`src/design/can_fragment_reassembler_core_assert.svh`:
```
// Assertion macros shared by the CAN fragment reassembler modules.
// Each macro expects clk and rst_n to be visible in the including module.
`ifndef CAN_FRAGMENT_REASSEMBLER_CORE_ASSERT_SVH
`define CAN_FRAGMENT_REASSEMBLER_CORE_ASSERT_SVH

// Same-cycle implication, checked on every rising edge out of reset.
`define CFR_ASSERT_IMP(name, ante, cons, msg) \
  name: assert property (@(posedge clk) disable iff (!rst_n) (ante) |-> (cons)) \
    else $error(msg);

// Next-cycle implication, checked on every rising edge out of reset.
`define CFR_ASSERT_NXT(name, ante, cons, msg) \
  name: assert property (@(posedge clk) disable iff (!rst_n) (ante) |=> (cons)) \
    else $error(msg);

`endif

```
`src/design/can_frag_pkg.sv`:
```
// Shared types and constants of the CAN fragment reassembler.
// No dependencies; used by the interfaces and all modules.
package can_frag_pkg;

  localparam int BYTE_W          = 8;
  localparam int ID_W            = 32;
  localparam int LEN_W           = 4;
  localparam int PAY_BYTES       = 7;
  localparam int FRAME_BYTES_MAX = 8;
  localparam int CFG_IDX_W       = 2;
  localparam int CFG_DATA_W      = 32;

  // Configuration register indexes
  localparam logic [CFG_IDX_W-1:0] REG_MATCH_ID = CFG_IDX_W'(0);
  localparam logic [CFG_IDX_W-1:0] REG_END_BYTE = CFG_IDX_W'(1);

  localparam logic [ID_W-1:0]   MATCH_ID_RST = '0;
  localparam logic [BYTE_W-1:0] END_BYTE_RST = BYTE_W'(10);

  typedef enum logic [1:0] {
    KIND_BYTE  = 2'd0,
    KIND_EMPTY = 2'd1,
    KIND_OOO   = 2'd2
  } kind_t;

  typedef struct packed {
    kind_t             kind;
    logic [BYTE_W-1:0] msg_byte;
    logic              last;
    logic [BYTE_W-1:0] want_index;
    logic [BYTE_W-1:0] got_index;
  } out_item_t;

  typedef enum logic [2:0] {
    ST_IDLE,
    ST_REPORT,
    ST_SCAN,
    ST_EMIT,
    ST_FINISH
  } state_t;

  typedef struct packed {
    logic wr_en;
    logic rd_en;
  } mem_ctl_t;

endpackage

```
`src/design/can_frag_ifs.sv`:
```
// Valid/ready channel interfaces: received frames, result items, config writes.
// Depends on can_frag_pkg for field widths.
interface can_frag_in_if;
  logic                               valid;
  logic                               ready;
  logic [can_frag_pkg::ID_W-1:0]      frame_id;
  logic [can_frag_pkg::LEN_W-1:0]     frame_len;
  logic [can_frag_pkg::BYTE_W-1:0]    seq_index;
  logic [can_frag_pkg::BYTE_W-1:0]    pay1;
  logic [can_frag_pkg::BYTE_W-1:0]    pay2;
  logic [can_frag_pkg::BYTE_W-1:0]    pay3;
  logic [can_frag_pkg::BYTE_W-1:0]    pay4;
  logic [can_frag_pkg::BYTE_W-1:0]    pay5;
  logic [can_frag_pkg::BYTE_W-1:0]    pay6;
  logic [can_frag_pkg::BYTE_W-1:0]    pay7;

  modport source (output valid, frame_id, frame_len, seq_index,
                  pay1, pay2, pay3, pay4, pay5, pay6, pay7, input ready);
  modport sink   (input valid, frame_id, frame_len, seq_index,
                  pay1, pay2, pay3, pay4, pay5, pay6, pay7, output ready);
endinterface

interface can_frag_out_if;
  logic                            valid;
  logic                            ready;
  logic [1:0]                      kind;
  logic [can_frag_pkg::BYTE_W-1:0] msg_byte;
  logic                            last;
  logic [can_frag_pkg::BYTE_W-1:0] want_index;
  logic [can_frag_pkg::BYTE_W-1:0] got_index;

  modport source (output valid, kind, msg_byte, last, want_index, got_index,
                  input ready);
  modport sink   (input valid, kind, msg_byte, last, want_index, got_index,
                  output ready);
endinterface

interface can_frag_cfg_if;
  logic                                valid;
  logic                                ready;
  logic [can_frag_pkg::CFG_IDX_W-1:0]  reg_index;
  logic [can_frag_pkg::CFG_DATA_W-1:0] wr_data;

  modport source (output valid, reg_index, wr_data, input ready);
  modport sink   (input valid, reg_index, wr_data, output ready);
endinterface

```
`src/design/can_frag_store.sv`:
```
// Message byte store: single write port, single read port, registered read data.
// Depends on can_frag_pkg for the byte width and the control struct.
module can_frag_store #(
  parameter int MAX_BYTES = 64
) (
  input  logic                                       clk,
  input  can_frag_pkg::mem_ctl_t                     mem_ctl,
  input  logic [$clog2(MAX_BYTES)-1:0]               waddr,
  input  logic [can_frag_pkg::BYTE_W-1:0]            wdata,
  input  logic [$clog2(MAX_BYTES)-1:0]               raddr,
  output logic [can_frag_pkg::BYTE_W-1:0]            rdata
);

  logic [can_frag_pkg::BYTE_W-1:0] mem [MAX_BYTES];
  logic [can_frag_pkg::BYTE_W-1:0] rdata_r;

  always_ff @(posedge clk) begin
    if (mem_ctl.wr_en) begin
      mem[waddr] <= wdata;
    end
  end

  // Read data holds until the next read is issued
  always_ff @(posedge clk) begin
    if (mem_ctl.rd_en) begin
      rdata_r <= mem[raddr];
    end
  end

  assign rdata = rdata_r;

endmodule

```
`src/design/can_frag_ctrl.sv`:
```
// Frame sequencer: index check, payload scan into the store, message readout,
// and the result output register. Depends on can_frag_pkg, the channel
// interfaces and the assertion macro header.
`include "can_fragment_reassembler_core_assert.svh"

module can_frag_ctrl #(
  parameter int MAX_BYTES = 64
) (
  input  logic                                clk,
  input  logic                                rst_n,
  can_frag_in_if.sink                         in_ch,
  can_frag_out_if.source                      out_ch,
  input  logic [can_frag_pkg::ID_W-1:0]       match_id,
  input  logic [can_frag_pkg::BYTE_W-1:0]     end_byte,
  output can_frag_pkg::mem_ctl_t              mem_ctl,
  output logic [$clog2(MAX_BYTES)-1:0]        mem_waddr,
  output logic [can_frag_pkg::BYTE_W-1:0]     mem_wdata,
  output logic [$clog2(MAX_BYTES)-1:0]        mem_raddr,
  input  logic [can_frag_pkg::BYTE_W-1:0]     mem_rdata
);

  localparam int AW = $clog2(MAX_BYTES);
  localparam logic [AW-1:0] FILL_MAX = AW'(MAX_BYTES - 1);
  localparam int BW = can_frag_pkg::BYTE_W;
  localparam int LW = can_frag_pkg::LEN_W;
  localparam int NP = can_frag_pkg::PAY_BYTES;

  can_frag_pkg::state_t    state_r, state_nxt;
  logic [AW-1:0]           fill_r, fill_nxt;
  logic [BW-1:0]           next_index_r, next_index_nxt;
  logic [LW-1:0]           cnt_r, cnt_nxt;
  logic [LW-1:0]           len_r;
  logic [BW-1:0]           seq_r;
  logic [BW-1:0]           pay_r [NP];
  logic                    shift;
  logic [AW-1:0]           ptr_r, ptr_nxt;
  logic                    pend_r, pend_nxt;
  logic [BW-1:0]           hold_r, hold_nxt;
  logic                    hold_vld_r, hold_vld_nxt;
  logic                    out_vld_r, out_vld_nxt;
  can_frag_pkg::out_item_t out_item_r, out_item_nxt;
  logic                    push;
  can_frag_pkg::out_item_t push_item;

  logic in_acc, id_hit, idx_hit, out_free, scan_done, is_end, rd_more, rd_zero;

  assign in_ch.ready = (state_r == can_frag_pkg::ST_IDLE);
  assign in_acc      = in_ch.valid && in_ch.ready;
  assign id_hit      = (in_ch.frame_id == match_id);
  assign idx_hit     = (in_ch.seq_index == next_index_r);
  assign out_free    = !out_vld_r || out_ch.ready;
  assign scan_done   = (cnt_r >= len_r);
  assign is_end      = (pay_r[0] == end_byte);
  assign rd_more     = (ptr_r < fill_r);
  assign rd_zero     = (mem_rdata == '0);

  assign mem_waddr = fill_r;
  assign mem_wdata = pay_r[0];
  assign mem_raddr = ptr_r;

  // Next state
  always_comb begin
    state_nxt = state_r;
    unique case (state_r)
      can_frag_pkg::ST_IDLE: begin
        if (in_acc && id_hit) begin
          state_nxt = idx_hit ? can_frag_pkg::ST_SCAN : can_frag_pkg::ST_REPORT;
        end
      end
      can_frag_pkg::ST_REPORT: begin
        if (out_free) state_nxt = can_frag_pkg::ST_IDLE;
      end
      can_frag_pkg::ST_SCAN: begin
        if (scan_done) begin
          state_nxt = can_frag_pkg::ST_IDLE;
        end else if (is_end) begin
          state_nxt = can_frag_pkg::ST_EMIT;
        end
      end
      can_frag_pkg::ST_EMIT: begin
        if (pend_r ? rd_zero : !rd_more) state_nxt = can_frag_pkg::ST_FINISH;
      end
      can_frag_pkg::ST_FINISH: begin
        if (out_free) state_nxt = can_frag_pkg::ST_IDLE;
      end
      default: state_nxt = can_frag_pkg::ST_IDLE;
    endcase
  end

  // Datapath and memory control
  always_comb begin
    fill_nxt       = fill_r;
    next_index_nxt = next_index_r;
    cnt_nxt        = cnt_r;
    ptr_nxt        = ptr_r;
    pend_nxt       = pend_r;
    hold_nxt       = hold_r;
    hold_vld_nxt   = hold_vld_r;
    shift          = 1'b0;
    mem_ctl        = '0;
    push           = 1'b0;
    push_item      = '0;
    unique case (state_r)
      can_frag_pkg::ST_IDLE: begin
        cnt_nxt = LW'(1);
      end
      can_frag_pkg::ST_REPORT: begin
        if (out_free) begin
          push                 = 1'b1;
          push_item.kind       = can_frag_pkg::KIND_OOO;
          push_item.last       = 1'b1;
          push_item.want_index = next_index_r;
          push_item.got_index  = seq_r;
        end
      end
      can_frag_pkg::ST_SCAN: begin
        if (scan_done) begin
          next_index_nxt = next_index_r + BW'(1);
        end else if (is_end) begin
          ptr_nxt      = '0;
          pend_nxt     = 1'b0;
          hold_vld_nxt = 1'b0;
        end else begin
          // Drop bytes once the fill count reaches FILL_MAX (MAX_BYTES - 1)
          if (fill_r != FILL_MAX) begin
            mem_ctl.wr_en = 1'b1;
            fill_nxt      = fill_r + AW'(1);
          end
          cnt_nxt = cnt_r + LW'(1);
          shift   = 1'b1;
        end
      end
      can_frag_pkg::ST_EMIT: begin
        if (pend_r) begin
          // Hold one byte back so the last flag is known when it leaves
          if (!rd_zero && (!hold_vld_r || out_free)) begin
            if (hold_vld_r) begin
              push               = 1'b1;
              push_item.kind     = can_frag_pkg::KIND_BYTE;
              push_item.msg_byte = hold_r;
            end
            hold_nxt     = mem_rdata;
            hold_vld_nxt = 1'b1;
            if (rd_more) begin
              mem_ctl.rd_en = 1'b1;
              ptr_nxt       = ptr_r + AW'(1);
            end else begin
              pend_nxt = 1'b0;
            end
          end
        end else if (rd_more) begin
          mem_ctl.rd_en = 1'b1;
          ptr_nxt       = ptr_r + AW'(1);
          pend_nxt      = 1'b1;
        end
      end
      can_frag_pkg::ST_FINISH: begin
        if (out_free) begin
          push           = 1'b1;
          push_item.last = 1'b1;
          if (hold_vld_r) begin
            push_item.kind     = can_frag_pkg::KIND_BYTE;
            push_item.msg_byte = hold_r;
          end else begin
            push_item.kind = can_frag_pkg::KIND_EMPTY;
          end
          fill_nxt       = '0;
          next_index_nxt = '0;
          hold_vld_nxt   = 1'b0;
        end
      end
      default: ;
    endcase
  end

  always_comb begin
    out_item_nxt = push ? push_item : out_item_r;
    if (push) begin
      out_vld_nxt = 1'b1;
    end else if (out_ch.ready) begin
      out_vld_nxt = 1'b0;
    end else begin
      out_vld_nxt = out_vld_r;
    end
  end

  always_ff @(posedge clk) begin
    if (!rst_n) begin
      state_r      <= can_frag_pkg::ST_IDLE;
      fill_r       <= '0;
      next_index_r <= '0;
      pend_r       <= 1'b0;
      hold_vld_r   <= 1'b0;
      out_vld_r    <= 1'b0;
    end else begin
      state_r      <= state_nxt;
      fill_r       <= fill_nxt;
      next_index_r <= next_index_nxt;
      pend_r       <= pend_nxt;
      hold_vld_r   <= hold_vld_nxt;
      out_vld_r    <= out_vld_nxt;
    end
  end

  always_ff @(posedge clk) begin
    cnt_r      <= cnt_nxt;
    ptr_r      <= ptr_nxt;
    hold_r     <= hold_nxt;
    out_item_r <= out_item_nxt;
  end

  // Capture the frame; during the scan advance the payload one byte a cycle
  always_ff @(posedge clk) begin
    if (in_acc) begin
      len_r    <= (in_ch.frame_len > LW'(can_frag_pkg::FRAME_BYTES_MAX)) ?
                  LW'(can_frag_pkg::FRAME_BYTES_MAX) : in_ch.frame_len;
      seq_r    <= in_ch.seq_index;
      pay_r[0] <= in_ch.pay1;
      pay_r[1] <= in_ch.pay2;
      pay_r[2] <= in_ch.pay3;
      pay_r[3] <= in_ch.pay4;
      pay_r[4] <= in_ch.pay5;
      pay_r[5] <= in_ch.pay6;
      pay_r[6] <= in_ch.pay7;
    end else if (shift) begin
      for (int i = 0; i < NP - 1; i++) begin
        pay_r[i] <= pay_r[i+1];
      end
    end
  end

  assign out_ch.valid      = out_vld_r;
  assign out_ch.kind       = out_item_r.kind;
  assign out_ch.msg_byte   = out_item_r.msg_byte;
  assign out_ch.last       = out_item_r.last;
  assign out_ch.want_index = out_item_r.want_index;
  assign out_ch.got_index  = out_item_r.got_index;

  `CFR_ASSERT_IMP(a_push_room, push, out_free, "result pushed while output register is stalled")
  `CFR_ASSERT_IMP(a_wr_not_full, mem_ctl.wr_en, (fill_r != FILL_MAX) && !mem_ctl.rd_en, "store write past capacity")
  `CFR_ASSERT_IMP(a_rd_in_fill, mem_ctl.rd_en, ptr_r < fill_r, "store read beyond filled bytes")
  `CFR_ASSERT_NXT(a_finish_clears, (state_r == can_frag_pkg::ST_FINISH) && out_free, (fill_r == '0) && (next_index_r == '0) && (state_r == can_frag_pkg::ST_IDLE), "completion did not clear state")

endmodule

```
`src/design/can_fragment_reassembler_core.sv`:
```
// CAN fragment reassembler, top level.
// in_ch takes one received frame per item (valid/ready); frames whose id
// differs from register 0 (match_id) are dropped. Byte one of a frame is the
// sequence index; a wrong index gives one out-of-order result on out_ch.
// In-order payload bytes go to a message store until the register 1
// terminator (end_byte) arrives; the stored message, up to its first zero
// byte, then leaves on out_ch one byte per item, last set on the final one.
// cfg_ch writes registers (index, data) and is always ready.
// A frame is taken in the cycle in_ch.ready is high and is worked on
// alone; its length is clamped to 8. In-order payload bytes pass the
// store's write port one payload byte per cycle. A terminated message is
// read out with one store read per cycle while the output register is
// not stalled.
// A one-entry output register decouples the result side: when out_ch stalls,
// work holds at the next result and in_ch.ready stays low until the final
// result of the frame has entered the output register.
// Reset (rst_n, synchronous) clears the fill count and expected index and
// restores the register defaults; the store needs no clearing.
module can_fragment_reassembler_core #(
  parameter int MAX_BYTES = 64
) (
  input  logic           clk,
  input  logic           rst_n,
  can_frag_in_if.sink    in_ch,
  can_frag_out_if.source out_ch,
  can_frag_cfg_if.sink   cfg_ch
);

  localparam int AW = $clog2(MAX_BYTES);

  logic [can_frag_pkg::ID_W-1:0]   match_id_r, match_id_nxt;
  logic [can_frag_pkg::BYTE_W-1:0] end_byte_r, end_byte_nxt;
  can_frag_pkg::mem_ctl_t          mem_ctl;
  logic [AW-1:0]                   mem_waddr, mem_raddr;
  logic [can_frag_pkg::BYTE_W-1:0] mem_wdata, mem_rdata;

  assign cfg_ch.ready = 1'b1;

  // Register decode; unknown indexes are ignored
  always_comb begin
    match_id_nxt = match_id_r;
    end_byte_nxt = end_byte_r;
    if (cfg_ch.valid && cfg_ch.ready) begin
      unique case (cfg_ch.reg_index)
        can_frag_pkg::REG_MATCH_ID: match_id_nxt = cfg_ch.wr_data;
        can_frag_pkg::REG_END_BYTE:
          end_byte_nxt = cfg_ch.wr_data[can_frag_pkg::BYTE_W-1:0];
        default: ;
      endcase
    end
  end

  always_ff @(posedge clk) begin
    if (!rst_n) begin
      match_id_r <= can_frag_pkg::MATCH_ID_RST;
      end_byte_r <= can_frag_pkg::END_BYTE_RST;
    end else begin
      match_id_r <= match_id_nxt;
      end_byte_r <= end_byte_nxt;
    end
  end

  can_frag_ctrl #(
    .MAX_BYTES (MAX_BYTES)
  ) u_ctrl (
    .clk       (clk),
    .rst_n     (rst_n),
    .in_ch     (in_ch),
    .out_ch    (out_ch),
    .match_id  (match_id_r),
    .end_byte  (end_byte_r),
    .mem_ctl   (mem_ctl),
    .mem_waddr (mem_waddr),
    .mem_wdata (mem_wdata),
    .mem_raddr (mem_raddr),
    .mem_rdata (mem_rdata)
  );

  can_frag_store #(
    .MAX_BYTES (MAX_BYTES)
  ) u_store (
    .clk     (clk),
    .mem_ctl (mem_ctl),
    .waddr   (mem_waddr),
    .wdata   (mem_wdata),
    .raddr   (mem_raddr),
    .rdata   (mem_rdata)
  );

endmodule
```
`src/flat_wrapper.sv`:
```
// flat-port wrapper written by rule: the top's interface ports become plain ports
module can_fragment_reassembler_core_flat 
#(
  parameter int MAX_BYTES = 64
)
  (clk, rst_n, in_ch_valid, in_ch_frame_id, in_ch_frame_len, in_ch_seq_index, in_ch_pay1, in_ch_pay2, in_ch_pay3, in_ch_pay4, in_ch_pay5, in_ch_pay6, in_ch_pay7, in_ch_ready, out_ch_valid, out_ch_kind, out_ch_msg_byte, out_ch_last, out_ch_want_index, out_ch_got_index, out_ch_ready, cfg_ch_valid, cfg_ch_reg_index, cfg_ch_wr_data, cfg_ch_ready);
  can_frag_in_if in_ch_i ();
  can_frag_out_if out_ch_i ();
  can_frag_cfg_if cfg_ch_i ();
  input  logic clk;
  input  logic rst_n;
  input wire logic [$bits(in_ch_i.valid)-1:0] in_ch_valid;
  input wire logic [$bits(in_ch_i.frame_id)-1:0] in_ch_frame_id;
  input wire logic [$bits(in_ch_i.frame_len)-1:0] in_ch_frame_len;
  input wire logic [$bits(in_ch_i.seq_index)-1:0] in_ch_seq_index;
  input wire logic [$bits(in_ch_i.pay1)-1:0] in_ch_pay1;
  input wire logic [$bits(in_ch_i.pay2)-1:0] in_ch_pay2;
  input wire logic [$bits(in_ch_i.pay3)-1:0] in_ch_pay3;
  input wire logic [$bits(in_ch_i.pay4)-1:0] in_ch_pay4;
  input wire logic [$bits(in_ch_i.pay5)-1:0] in_ch_pay5;
  input wire logic [$bits(in_ch_i.pay6)-1:0] in_ch_pay6;
  input wire logic [$bits(in_ch_i.pay7)-1:0] in_ch_pay7;
  output wire logic [$bits(in_ch_i.ready)-1:0] in_ch_ready;
  output wire logic [$bits(out_ch_i.valid)-1:0] out_ch_valid;
  output wire logic [$bits(out_ch_i.kind)-1:0] out_ch_kind;
  output wire logic [$bits(out_ch_i.msg_byte)-1:0] out_ch_msg_byte;
  output wire logic [$bits(out_ch_i.last)-1:0] out_ch_last;
  output wire logic [$bits(out_ch_i.want_index)-1:0] out_ch_want_index;
  output wire logic [$bits(out_ch_i.got_index)-1:0] out_ch_got_index;
  input wire logic [$bits(out_ch_i.ready)-1:0] out_ch_ready;
  input wire logic [$bits(cfg_ch_i.valid)-1:0] cfg_ch_valid;
  input wire logic [$bits(cfg_ch_i.reg_index)-1:0] cfg_ch_reg_index;
  input wire logic [$bits(cfg_ch_i.wr_data)-1:0] cfg_ch_wr_data;
  output wire logic [$bits(cfg_ch_i.ready)-1:0] cfg_ch_ready;
  assign in_ch_i.valid = in_ch_valid;
  assign in_ch_i.frame_id = in_ch_frame_id;
  assign in_ch_i.frame_len = in_ch_frame_len;
  assign in_ch_i.seq_index = in_ch_seq_index;
  assign in_ch_i.pay1 = in_ch_pay1;
  assign in_ch_i.pay2 = in_ch_pay2;
  assign in_ch_i.pay3 = in_ch_pay3;
  assign in_ch_i.pay4 = in_ch_pay4;
  assign in_ch_i.pay5 = in_ch_pay5;
  assign in_ch_i.pay6 = in_ch_pay6;
  assign in_ch_i.pay7 = in_ch_pay7;
  assign in_ch_ready = in_ch_i.ready;
  assign out_ch_valid = out_ch_i.valid;
  assign out_ch_kind = out_ch_i.kind;
  assign out_ch_msg_byte = out_ch_i.msg_byte;
  assign out_ch_last = out_ch_i.last;
  assign out_ch_want_index = out_ch_i.want_index;
  assign out_ch_got_index = out_ch_i.got_index;
  assign out_ch_i.ready = out_ch_ready;
  assign cfg_ch_i.valid = cfg_ch_valid;
  assign cfg_ch_i.reg_index = cfg_ch_reg_index;
  assign cfg_ch_i.wr_data = cfg_ch_wr_data;
  assign cfg_ch_ready = cfg_ch_i.ready;
  can_fragment_reassembler_core #(.MAX_BYTES(MAX_BYTES)) u_core (.clk(clk), .rst_n(rst_n), .in_ch(in_ch_i), .out_ch(out_ch_i), .cfg_ch(cfg_ch_i));
endmodule
```
`config.mk`:
```
export PLATFORM = sky130hd
export DESIGN_NAME = can_fragment_reassembler_core_flat
export DESIGN_NICKNAME = d
export VERILOG_FILES = /design/src/design/can_frag_pkg.sv /design/src/design/can_frag_ifs.sv /design/src/design/can_frag_store.sv /design/src/design/can_frag_ctrl.sv /design/src/design/can_fragment_reassembler_core.sv /design/src/flat_wrapper.sv
export VERILOG_INCLUDE_DIRS = /design/src /design/src/design
export SDC_FILE = /design/constraint.sdc
export NUM_CORES = 1
export LEC_CHECK = 0
export BUFFER_PORTS_ARGS = -buffer_cell sky130_fd_sc_hd__buf_4
export CORE_MARGIN = 3
export CORE_UTILIZATION = 55
export CTS_BUF_LIST = sky130_fd_sc_hd__clkbuf_4 sky130_fd_sc_hd__clkbuf_8 sky130_fd_sc_hd__clkbuf_16
export CTS_CLUSTER_SIZE = 25
export DETAILED_ROUTE_END_ITERATION = 16
export PLACE_DENSITY = 0.85
export SETUP_SLACK_MARGIN = 0.4
export SYNTH_ARGS = -nofsm -noshare
export SYNTH_HDL_FRONTEND = slang
export SYNTH_SLANG_ARGS = --single-unit
```
`constraint.sdc`:
```
create_clock -name clk -period 3.81 [get_ports clk]
set_input_delay 0.1905 -clock clk [delete_from_list [all_inputs] [get_ports clk]]
set_output_delay 0.1905 -clock clk [all_outputs]
set_load 0.1 [all_outputs]
```
Word level (Yosys, flattened, before mapping)
Memories as Yosys holds them, arrays and structs flattened. A register that Yosys moved wholly into a read port is not among the register bits.
Index checks and enable logic that the tools add are counted.
{ "totals": {"ff_bits": 117, "mem_bits_rw": 568, "inputBits": 139, "out_inout_bits": 30, "word_cells": 160, "mem_count": 2} }
{ "op_classes": {"n_addsub": 4, "magnitude_cmp": 3, "eq_ne": 22, "mux": 76, "bitwise": 6, "n_reduce_logical": 29} }
{ "mem_list": {"columns": ["name", "words", "word_bits", "read_ports", "rd_clocked_by_memory_dff", "write_ports", "line", "rtl"], "rows": [
  ["u_core.u_store.mem", 64, 8, 1, 1, 1, "can_frag_store.sv:14", "logic [can_frag_pkg::BYTE_W-1:0] mem [MAX_BYTES];"],
  ["u_core.u_ctrl.pay_r", 7, 8, 7, 0, 7, "can_frag_ctrl.sv:34", "logic [BW-1:0] pay_r [NP];"]
]} }
{ "op_table": {"columns": ["cell", "count"], "rows": [
  ["$mux W8", 12],
  ["$mux W6", 9],
  ["$mux W1", 33],
  ["$eq A32 B32 Y1", 1],
  ["$pmux W8 S2", 2],
  ["$pmux W6 S2", 2],
  ["$ne A2 B2 Y1 const B", 9],
  ["$mux W17", 1],
  ["$eq A8 B8 Y1", 2],
  ["$mux W3", 5],
  ["$add A6 B1 Y6 const B", 2],
  ["$pmux W3 S4", 1],
  ["$reduce_and A3 Y1", 4],
  ["$mux W11", 1],
  ["$add A8 B1 Y8 const B", 1],
  ["$logic_not A8 Y1", 1],
  ["$mux W4", 2],
  ["$pmux W4 S2", 1],
  ["$reduce_and A4 Y1", 2],
  ["$reduce_bool A2 Y1", 4],
  ["$eq A3 B2 Y1 const B", 2],
  ["$lt A6 B6 Y1", 1],
  ["$ne A3 B3 Y1 const B", 2],
  ["$ne A6 B6 Y1 const B", 1],
  ["other kinds (22)", 39]
]} }

Longest topological paths before layout
An unclocked memory read counts as a cell.
{ "depth": {"word_depth": 9, "ltp_mapped": 10, "ltp_nobuf": 8} }

Hierarchy
A second synthesis with hierarchy kept.
{ "hier_totals": {"cells_unflattened": 1575, "area_unflattened_um2": 28099.4} }
{ "by_module_without_submodules": {"columns": ["module", "instances", "cells_per_inst", "area_each_um2", "seq_area_each_um2"], "rows": [
  ["can_frag_store", 1, 940, 20246.9, 15615.0],
  ["can_frag_ctrl", 1, 464, 6223.5, 3793.6],
  ["can_fragment_reassembler_core", 1, 171, 1629.1, 800.8]
]} }

Worst setup path after synthesis
OpenSTA, ideal clock, no wires.
{ "synth_path": {"path_kind": "register to register", "from": "memory u_core.u_ctrl.pay_r[0][2] in the netlist's numbering", "to": "memory u_core.u_ctrl.pay_r[0][0] in the netlist's numbering (enable)", "setup_time_ps": 590, "t_arrival_ps": 3175, "t_required_ps": 3220, "slack_ps": 46, "stages_incl_launch_ff": 8, "path_buffers": 2, "synth_period_minus_slack_ps": 3764, "cell_sequence": "edfxtp_1 > xnor2_1 > nand4_1 > nor2_1 > or2_1 > clkbuf_1 > buf_2 > nand2b_1"} }
{ "synth_rtl": {"columns": ["element", "line"], "rows": [
  ["from (decl)", "can_frag_ctrl.sv:34"]
]} }

Worst setup path after layout
{ "layout_path": {"from": "register u_core.u_ctrl.cnt_r[2]", "to": "memory u_core.u_store.mem[10][7] in the netlist's numbering (enable)"} }
{ "layout_via": {"elab_chain_len": 5} }
{ "layout_rtl": {"columns": ["element", "line", "rtl"], "rows": [
  ["from (decl)", "can_frag_ctrl.sv:31", "logic [LW-1:0] cnt_r, cnt_nxt;"],
  ["from (signal assigned)", "can_frag_ctrl.sv:206", "cnt_r <= cnt_nxt;"],
  ["$ge A4 B4 Y1", "can_frag_ctrl.sv:52", "assign scan_done = (cnt_r >= len_r);"],
  ["$mux W1", "can_frag_ctrl.sv:117", "if (scan_done) begin"],
  ["$mux W1", "can_frag_ctrl.sv:103", "unique case (state_r)"],
  ["$mux W1", "can_frag_store.sv:18", "if (mem_ctl.wr_en) begin"],
  ["$mux W1 (implied by the code)", "can_frag_store.sv:19", "mem[waddr] <= wdata;"],
  ["to (decl)", "can_frag_store.sv:14", null]
]} }
Every way passes these cells.

==> summary.md <==
| Metric | Value |
|---|---|
| Req. time, crit path | `4110 ps` |
| Hold Startpoint | `rst_n` |
| Area of the mapped netlist | `28000 sq um` |
| Post-Synthesis Mean Instance Area | `18.7 sq um` |
| Worst-margin pin slew | `1320 ps` |
| Post-route clock period utilization | `83.7%` |
| GRT Util Overall | `27.6%` |
| Number of buffers added by the clock tree synthesis step | `68` |
| FF+latch count, synth | `693` |
| Number of vias after detailed routing | `16.4k` |
| Synth warn | `0` |
| Final setup fails | `0` |
| Total die area | `53600 sq um` |
| Crit Path Class | `flip-flop to flip-flop` |
| Capturing element type of the critical path | `flip-flop` |
| First-pass GRT wire length | `109 mm` |
| Power per Cell Area | `466 nW/um^2` |
| TritonCTS clock tree | `done` |
| Post-placement cell count | `2366` |
| Post-Layout Cell Count | `2587` |
| Post-route standard cell area excluding fillers | `33700 sq um` |
| Status | `finished clean` |
| Maximum clock frequency | `314 MHz` |
| Worst min-delay path category | `input port to flip-flop` |
| Final Util | `67.1%` |
| Overall die width | `232 um` |
| Placeable Area | `50300 sq um` |
| Remaining routing DRC violations | `0` |
| Distinct cells, synth | `67` |
| Top_reg_cell synth | `edfxtp_1` |
| Iteration-0 DRC Markers | `2218` |
| Max FFs per register | `512` |
| Total power after layout | `15.7 mW` |
| Largest driver fanout on the critical path | `8` |
| Synth-to-layout area growth | `20.4%` |
| CP Data Arrival Time | `3490 ps` |
| IO Port Bufs | `167` |
| Final layout net count | `2019` |
| Leakage power summed over all cells | `11.3 nW` |
| Maximum number of buffers from clock root to sink | `3` |
| Worst-case headroom to the max-slew limit | `11.8%` |
| Setup repair after global routing missed its margin | `false` |
| Starting density of the core | `55.7%` |
| Row count | `82` |
| Share of async-settable or async-resettable flops after synthesis | `0%` |
| Number of flops mapped to enable cells by yosys | `633` |
| Clock-pin slew reported for the worst setup and hold paths after clock tree synthesis | `70 ps` |
| Synthesized Nets | `1652` |
| Number of cells on the worst reg-to-reg path | `9` |
| Launching element type of the critical path | `flip-flop` |
| Pin count of the biggest net entering global routing | `73` |
| Layout cells sized above 1 | `27.9%` |
| Flop2flop setup slack | `620 ps` |
| I/O pin total | `169` |
| H-tree Lvls | `3` |
| CTS sink cnt | `693` |
| Sequential-to-total area share from yosys stat | `72.2%` |
| Height of the chip | `232 um` |
| Number of buffers inserted to repair setup after CTS | `0` |
| Setup Total Neg Slack | `0 ps` |
| Endpoint of the worst hold-timing path | `u_core.u_ctrl.out_ch.valid` |
| Reg2Reg Launch Point | `u_core.u_ctrl.cnt_r[2]` |
| HPWL after detailed placement | `39.5 mm` |
| Fin crit period | `3190 ps` |
| Buffer type at the clock tree root | `clkbuf_16` |
| Routability cong. | `0.869` |
| Maximum resistive drop on vdd | `0.307 mV` |
| Count of cells along the worst hold path | `2` |
| Total grt overflow | `0` |
| Iteration count of the initial detailed-routing pass | `6` |
| Clock Latency Late Sink | `600 ps` |
| Hold Vio Cnt, Final | `0` |
| Average vias per placed instance | `6.35` |
| Via count of the first global-routing pass | `16.7k` |
| Wire length per cell after detailed routing | `28.3 um` |
| Antenna violations before repair | `2` |
| Worst Skew | `18.5 ps` |
| Max-cap check violation count | `0` |
| Reg2Reg Capture Point | `u_core.u_store.mem[10][7]` |
| Placed inst area | `30500 sq um` |
| Gate Count Post-Synth | `1500` |
| Final wirelength | `73.2 mm` |
| Count of final max-slew check failures | `0` |
| Largest registers | `u_core.u_store.mem x512, u_core.u_ctrl.pay_r x56, u_core.match_id_r x32` |
| Antenna Nets Post-Route | `0` |
| Register with the highest flop count | `u_core.u_store.mem` |
==> stage by stage <==
stage,setup WS [ps],hold WS [ps]
floorplan,539,289
finish,623,60.6
global placement,711,369
CTS,521,33.2
global route,447,70.8
detailed placement,614,370
==> worst max-delay path by stage <==
stage / from / to / slack, ps / depth (start not counted)
6_report: u_core.u_ctrl.cnt_r[2] / u_core.u_store.mem[10][7] / 620 / 9
5_1_grt: u_core.u_ctrl.cnt_r[2] / u_core.u_store.mem[52][1] / 450 / 9
4_1_cts: u_core.u_ctrl.cnt_r[2] / u_core.u_store.mem[15][1] / 520 / 8
3_5_place_dp: u_core.u_ctrl.cnt_r[2] / u_core.u_store.mem[55][3] / 610 / 8
3_3_place_gp: u_core.u_ctrl.cnt_r[2] / u_core.u_store.mem[47][0] / 710 / 8
2_1_floorplan: u_core.u_ctrl.pay_r[0][2] / u_core.u_ctrl.pay_r[0][0] / 540 / 7
==> kinds of logic (layout without fill, tap and decap cells) <==
group                      count (synthesis)  after routing  synth area share, %
DFF                                      693            693                 72.2
and+or+nand+nor                          303            303                 5.17
muxes                                    224            224                 15.2
AOI/OAI and AO/OA                        108            108                 2.93
buffers and inverters                     93            506                 1.90
xor gates and xnor gates                  65             65                 2.03
adders and majority gates                 13             13                0.581
other                                      1              3               0.0134
==> cells in the mapped netlist (7+ instances only) <==
library cell | count | area, sq um
mux2_1 | 49 | 552
mux4_2 | 139 | 3130
mux4_1 | 13 | 342
edfxtp_1 | 633 | 19000
a211oi_1 | 10 | 75.1
o21a_1 | 7 | 52.6
buf_2 | 19 | 95.1
xor2_1 | 27 | 236
nor2b_1 | 27 | 169
nand4_1 | 14 | 87.6
nand3_1 | 15 | 75.1
nor3_1 | 7 | 35.0
mux2i_1 | 23 | 230
nand2_1 | 90 | 338
nor2_1 | 93 | 349
dfxtp_1 | 60 | 1200
inv_1 | 16 | 60.1
xnor2_1 | 38 | 333
ha_1 | 13 | 163
clkbuf_1 | 27 | 101
and2_1 | 30 | 188
buf_4 | 11 | 82.6
a21oi_1 | 12 | 60.1
a21boi_0 | 33 | 248
==> layout make-up <==
class	instances	area, sq um
Antenna cell	2	5.00
Clock buffer	84	1920
Clock inverter	32	282
Fill cell	2968	16600
Inverter	18	67.6
Multi-Input combinational cell	714	7280
Sequential cell	693	20200
Tap cell	672	841
Timing Repair Buffer	372	3110
==> routing by layer <==
layer	share of wire (%)	vias to the layer above	routed length, um	track usage (%)
met4	4.8	0	3530	11.7
met1	35	8303	26000	36.2
met5	0	-	0	0
met2	50	1203	36700	46.3
li1	-	6666	-	-
met3	9.7	245	7080	4.60
==> critical path, stage by stage (launching register included) <==
cell and delay, ps:
edfxtp_1 460, ha_1 340, o21ai_0 210, nor2b_1 320
o21ai_2 160, nor2_1 270, nand4_1 340, buf_4 290
nor2_1 230, buf_4 240
==> placed cells by master, fill, tap and decap left out, types with 15 or more instances in the layout <==
| cell type | synthesis | layout |
|---|---|---|
| buf_4 | 11 | 264 |
| nor2_1 | 93 | 93 |
| xor2_1 | 27 | 27 |
| nor2b_1 | 27 | 27 |
| mux2_1 | 49 | 49 |
| a21boi_0 | 33 | 33 |
| mux2i_1 | 23 | 23 |
| and2_1 | 30 | 30 |
| dfxtp_1 | 60 | 60 |
| clkbuf_16 | 0 | 73 |
| nand2_1 | 90 | 90 |
| mux4_2 | 139 | 139 |
| edfxtp_1 | 633 | 633 |
| inv_1 | 16 | 16 |
| xnor2_1 | 38 | 38 |
| nand3_1 | 15 | 15 |
| dlygate4sd3_1 | 0 | 103 |
| clkinv_2 | 0 | 15 |
==> repair_timing <==
| action | CTS | global route |
|---|---|---|
| endpoints found under the setup margin | 0 | 39 |
| endpoints found under the hold margin | 109 | 0 |
| hold buffers | 103 | 0 |
| gates resized for setup | 0 | 2 |
==> report_power, final <==
part	internal (mW)	total [mW]	leakage (nW)	switching [mW]
sequential	8.40	8.43	6.31	0.0354
combinational	0.227	0.521	3.89	0.295
clock	3.91	6.76	1.10	2.85
total	12.5	15.7	11.3	3.18
Note: power is estimated with default switching activity, not from simulation.
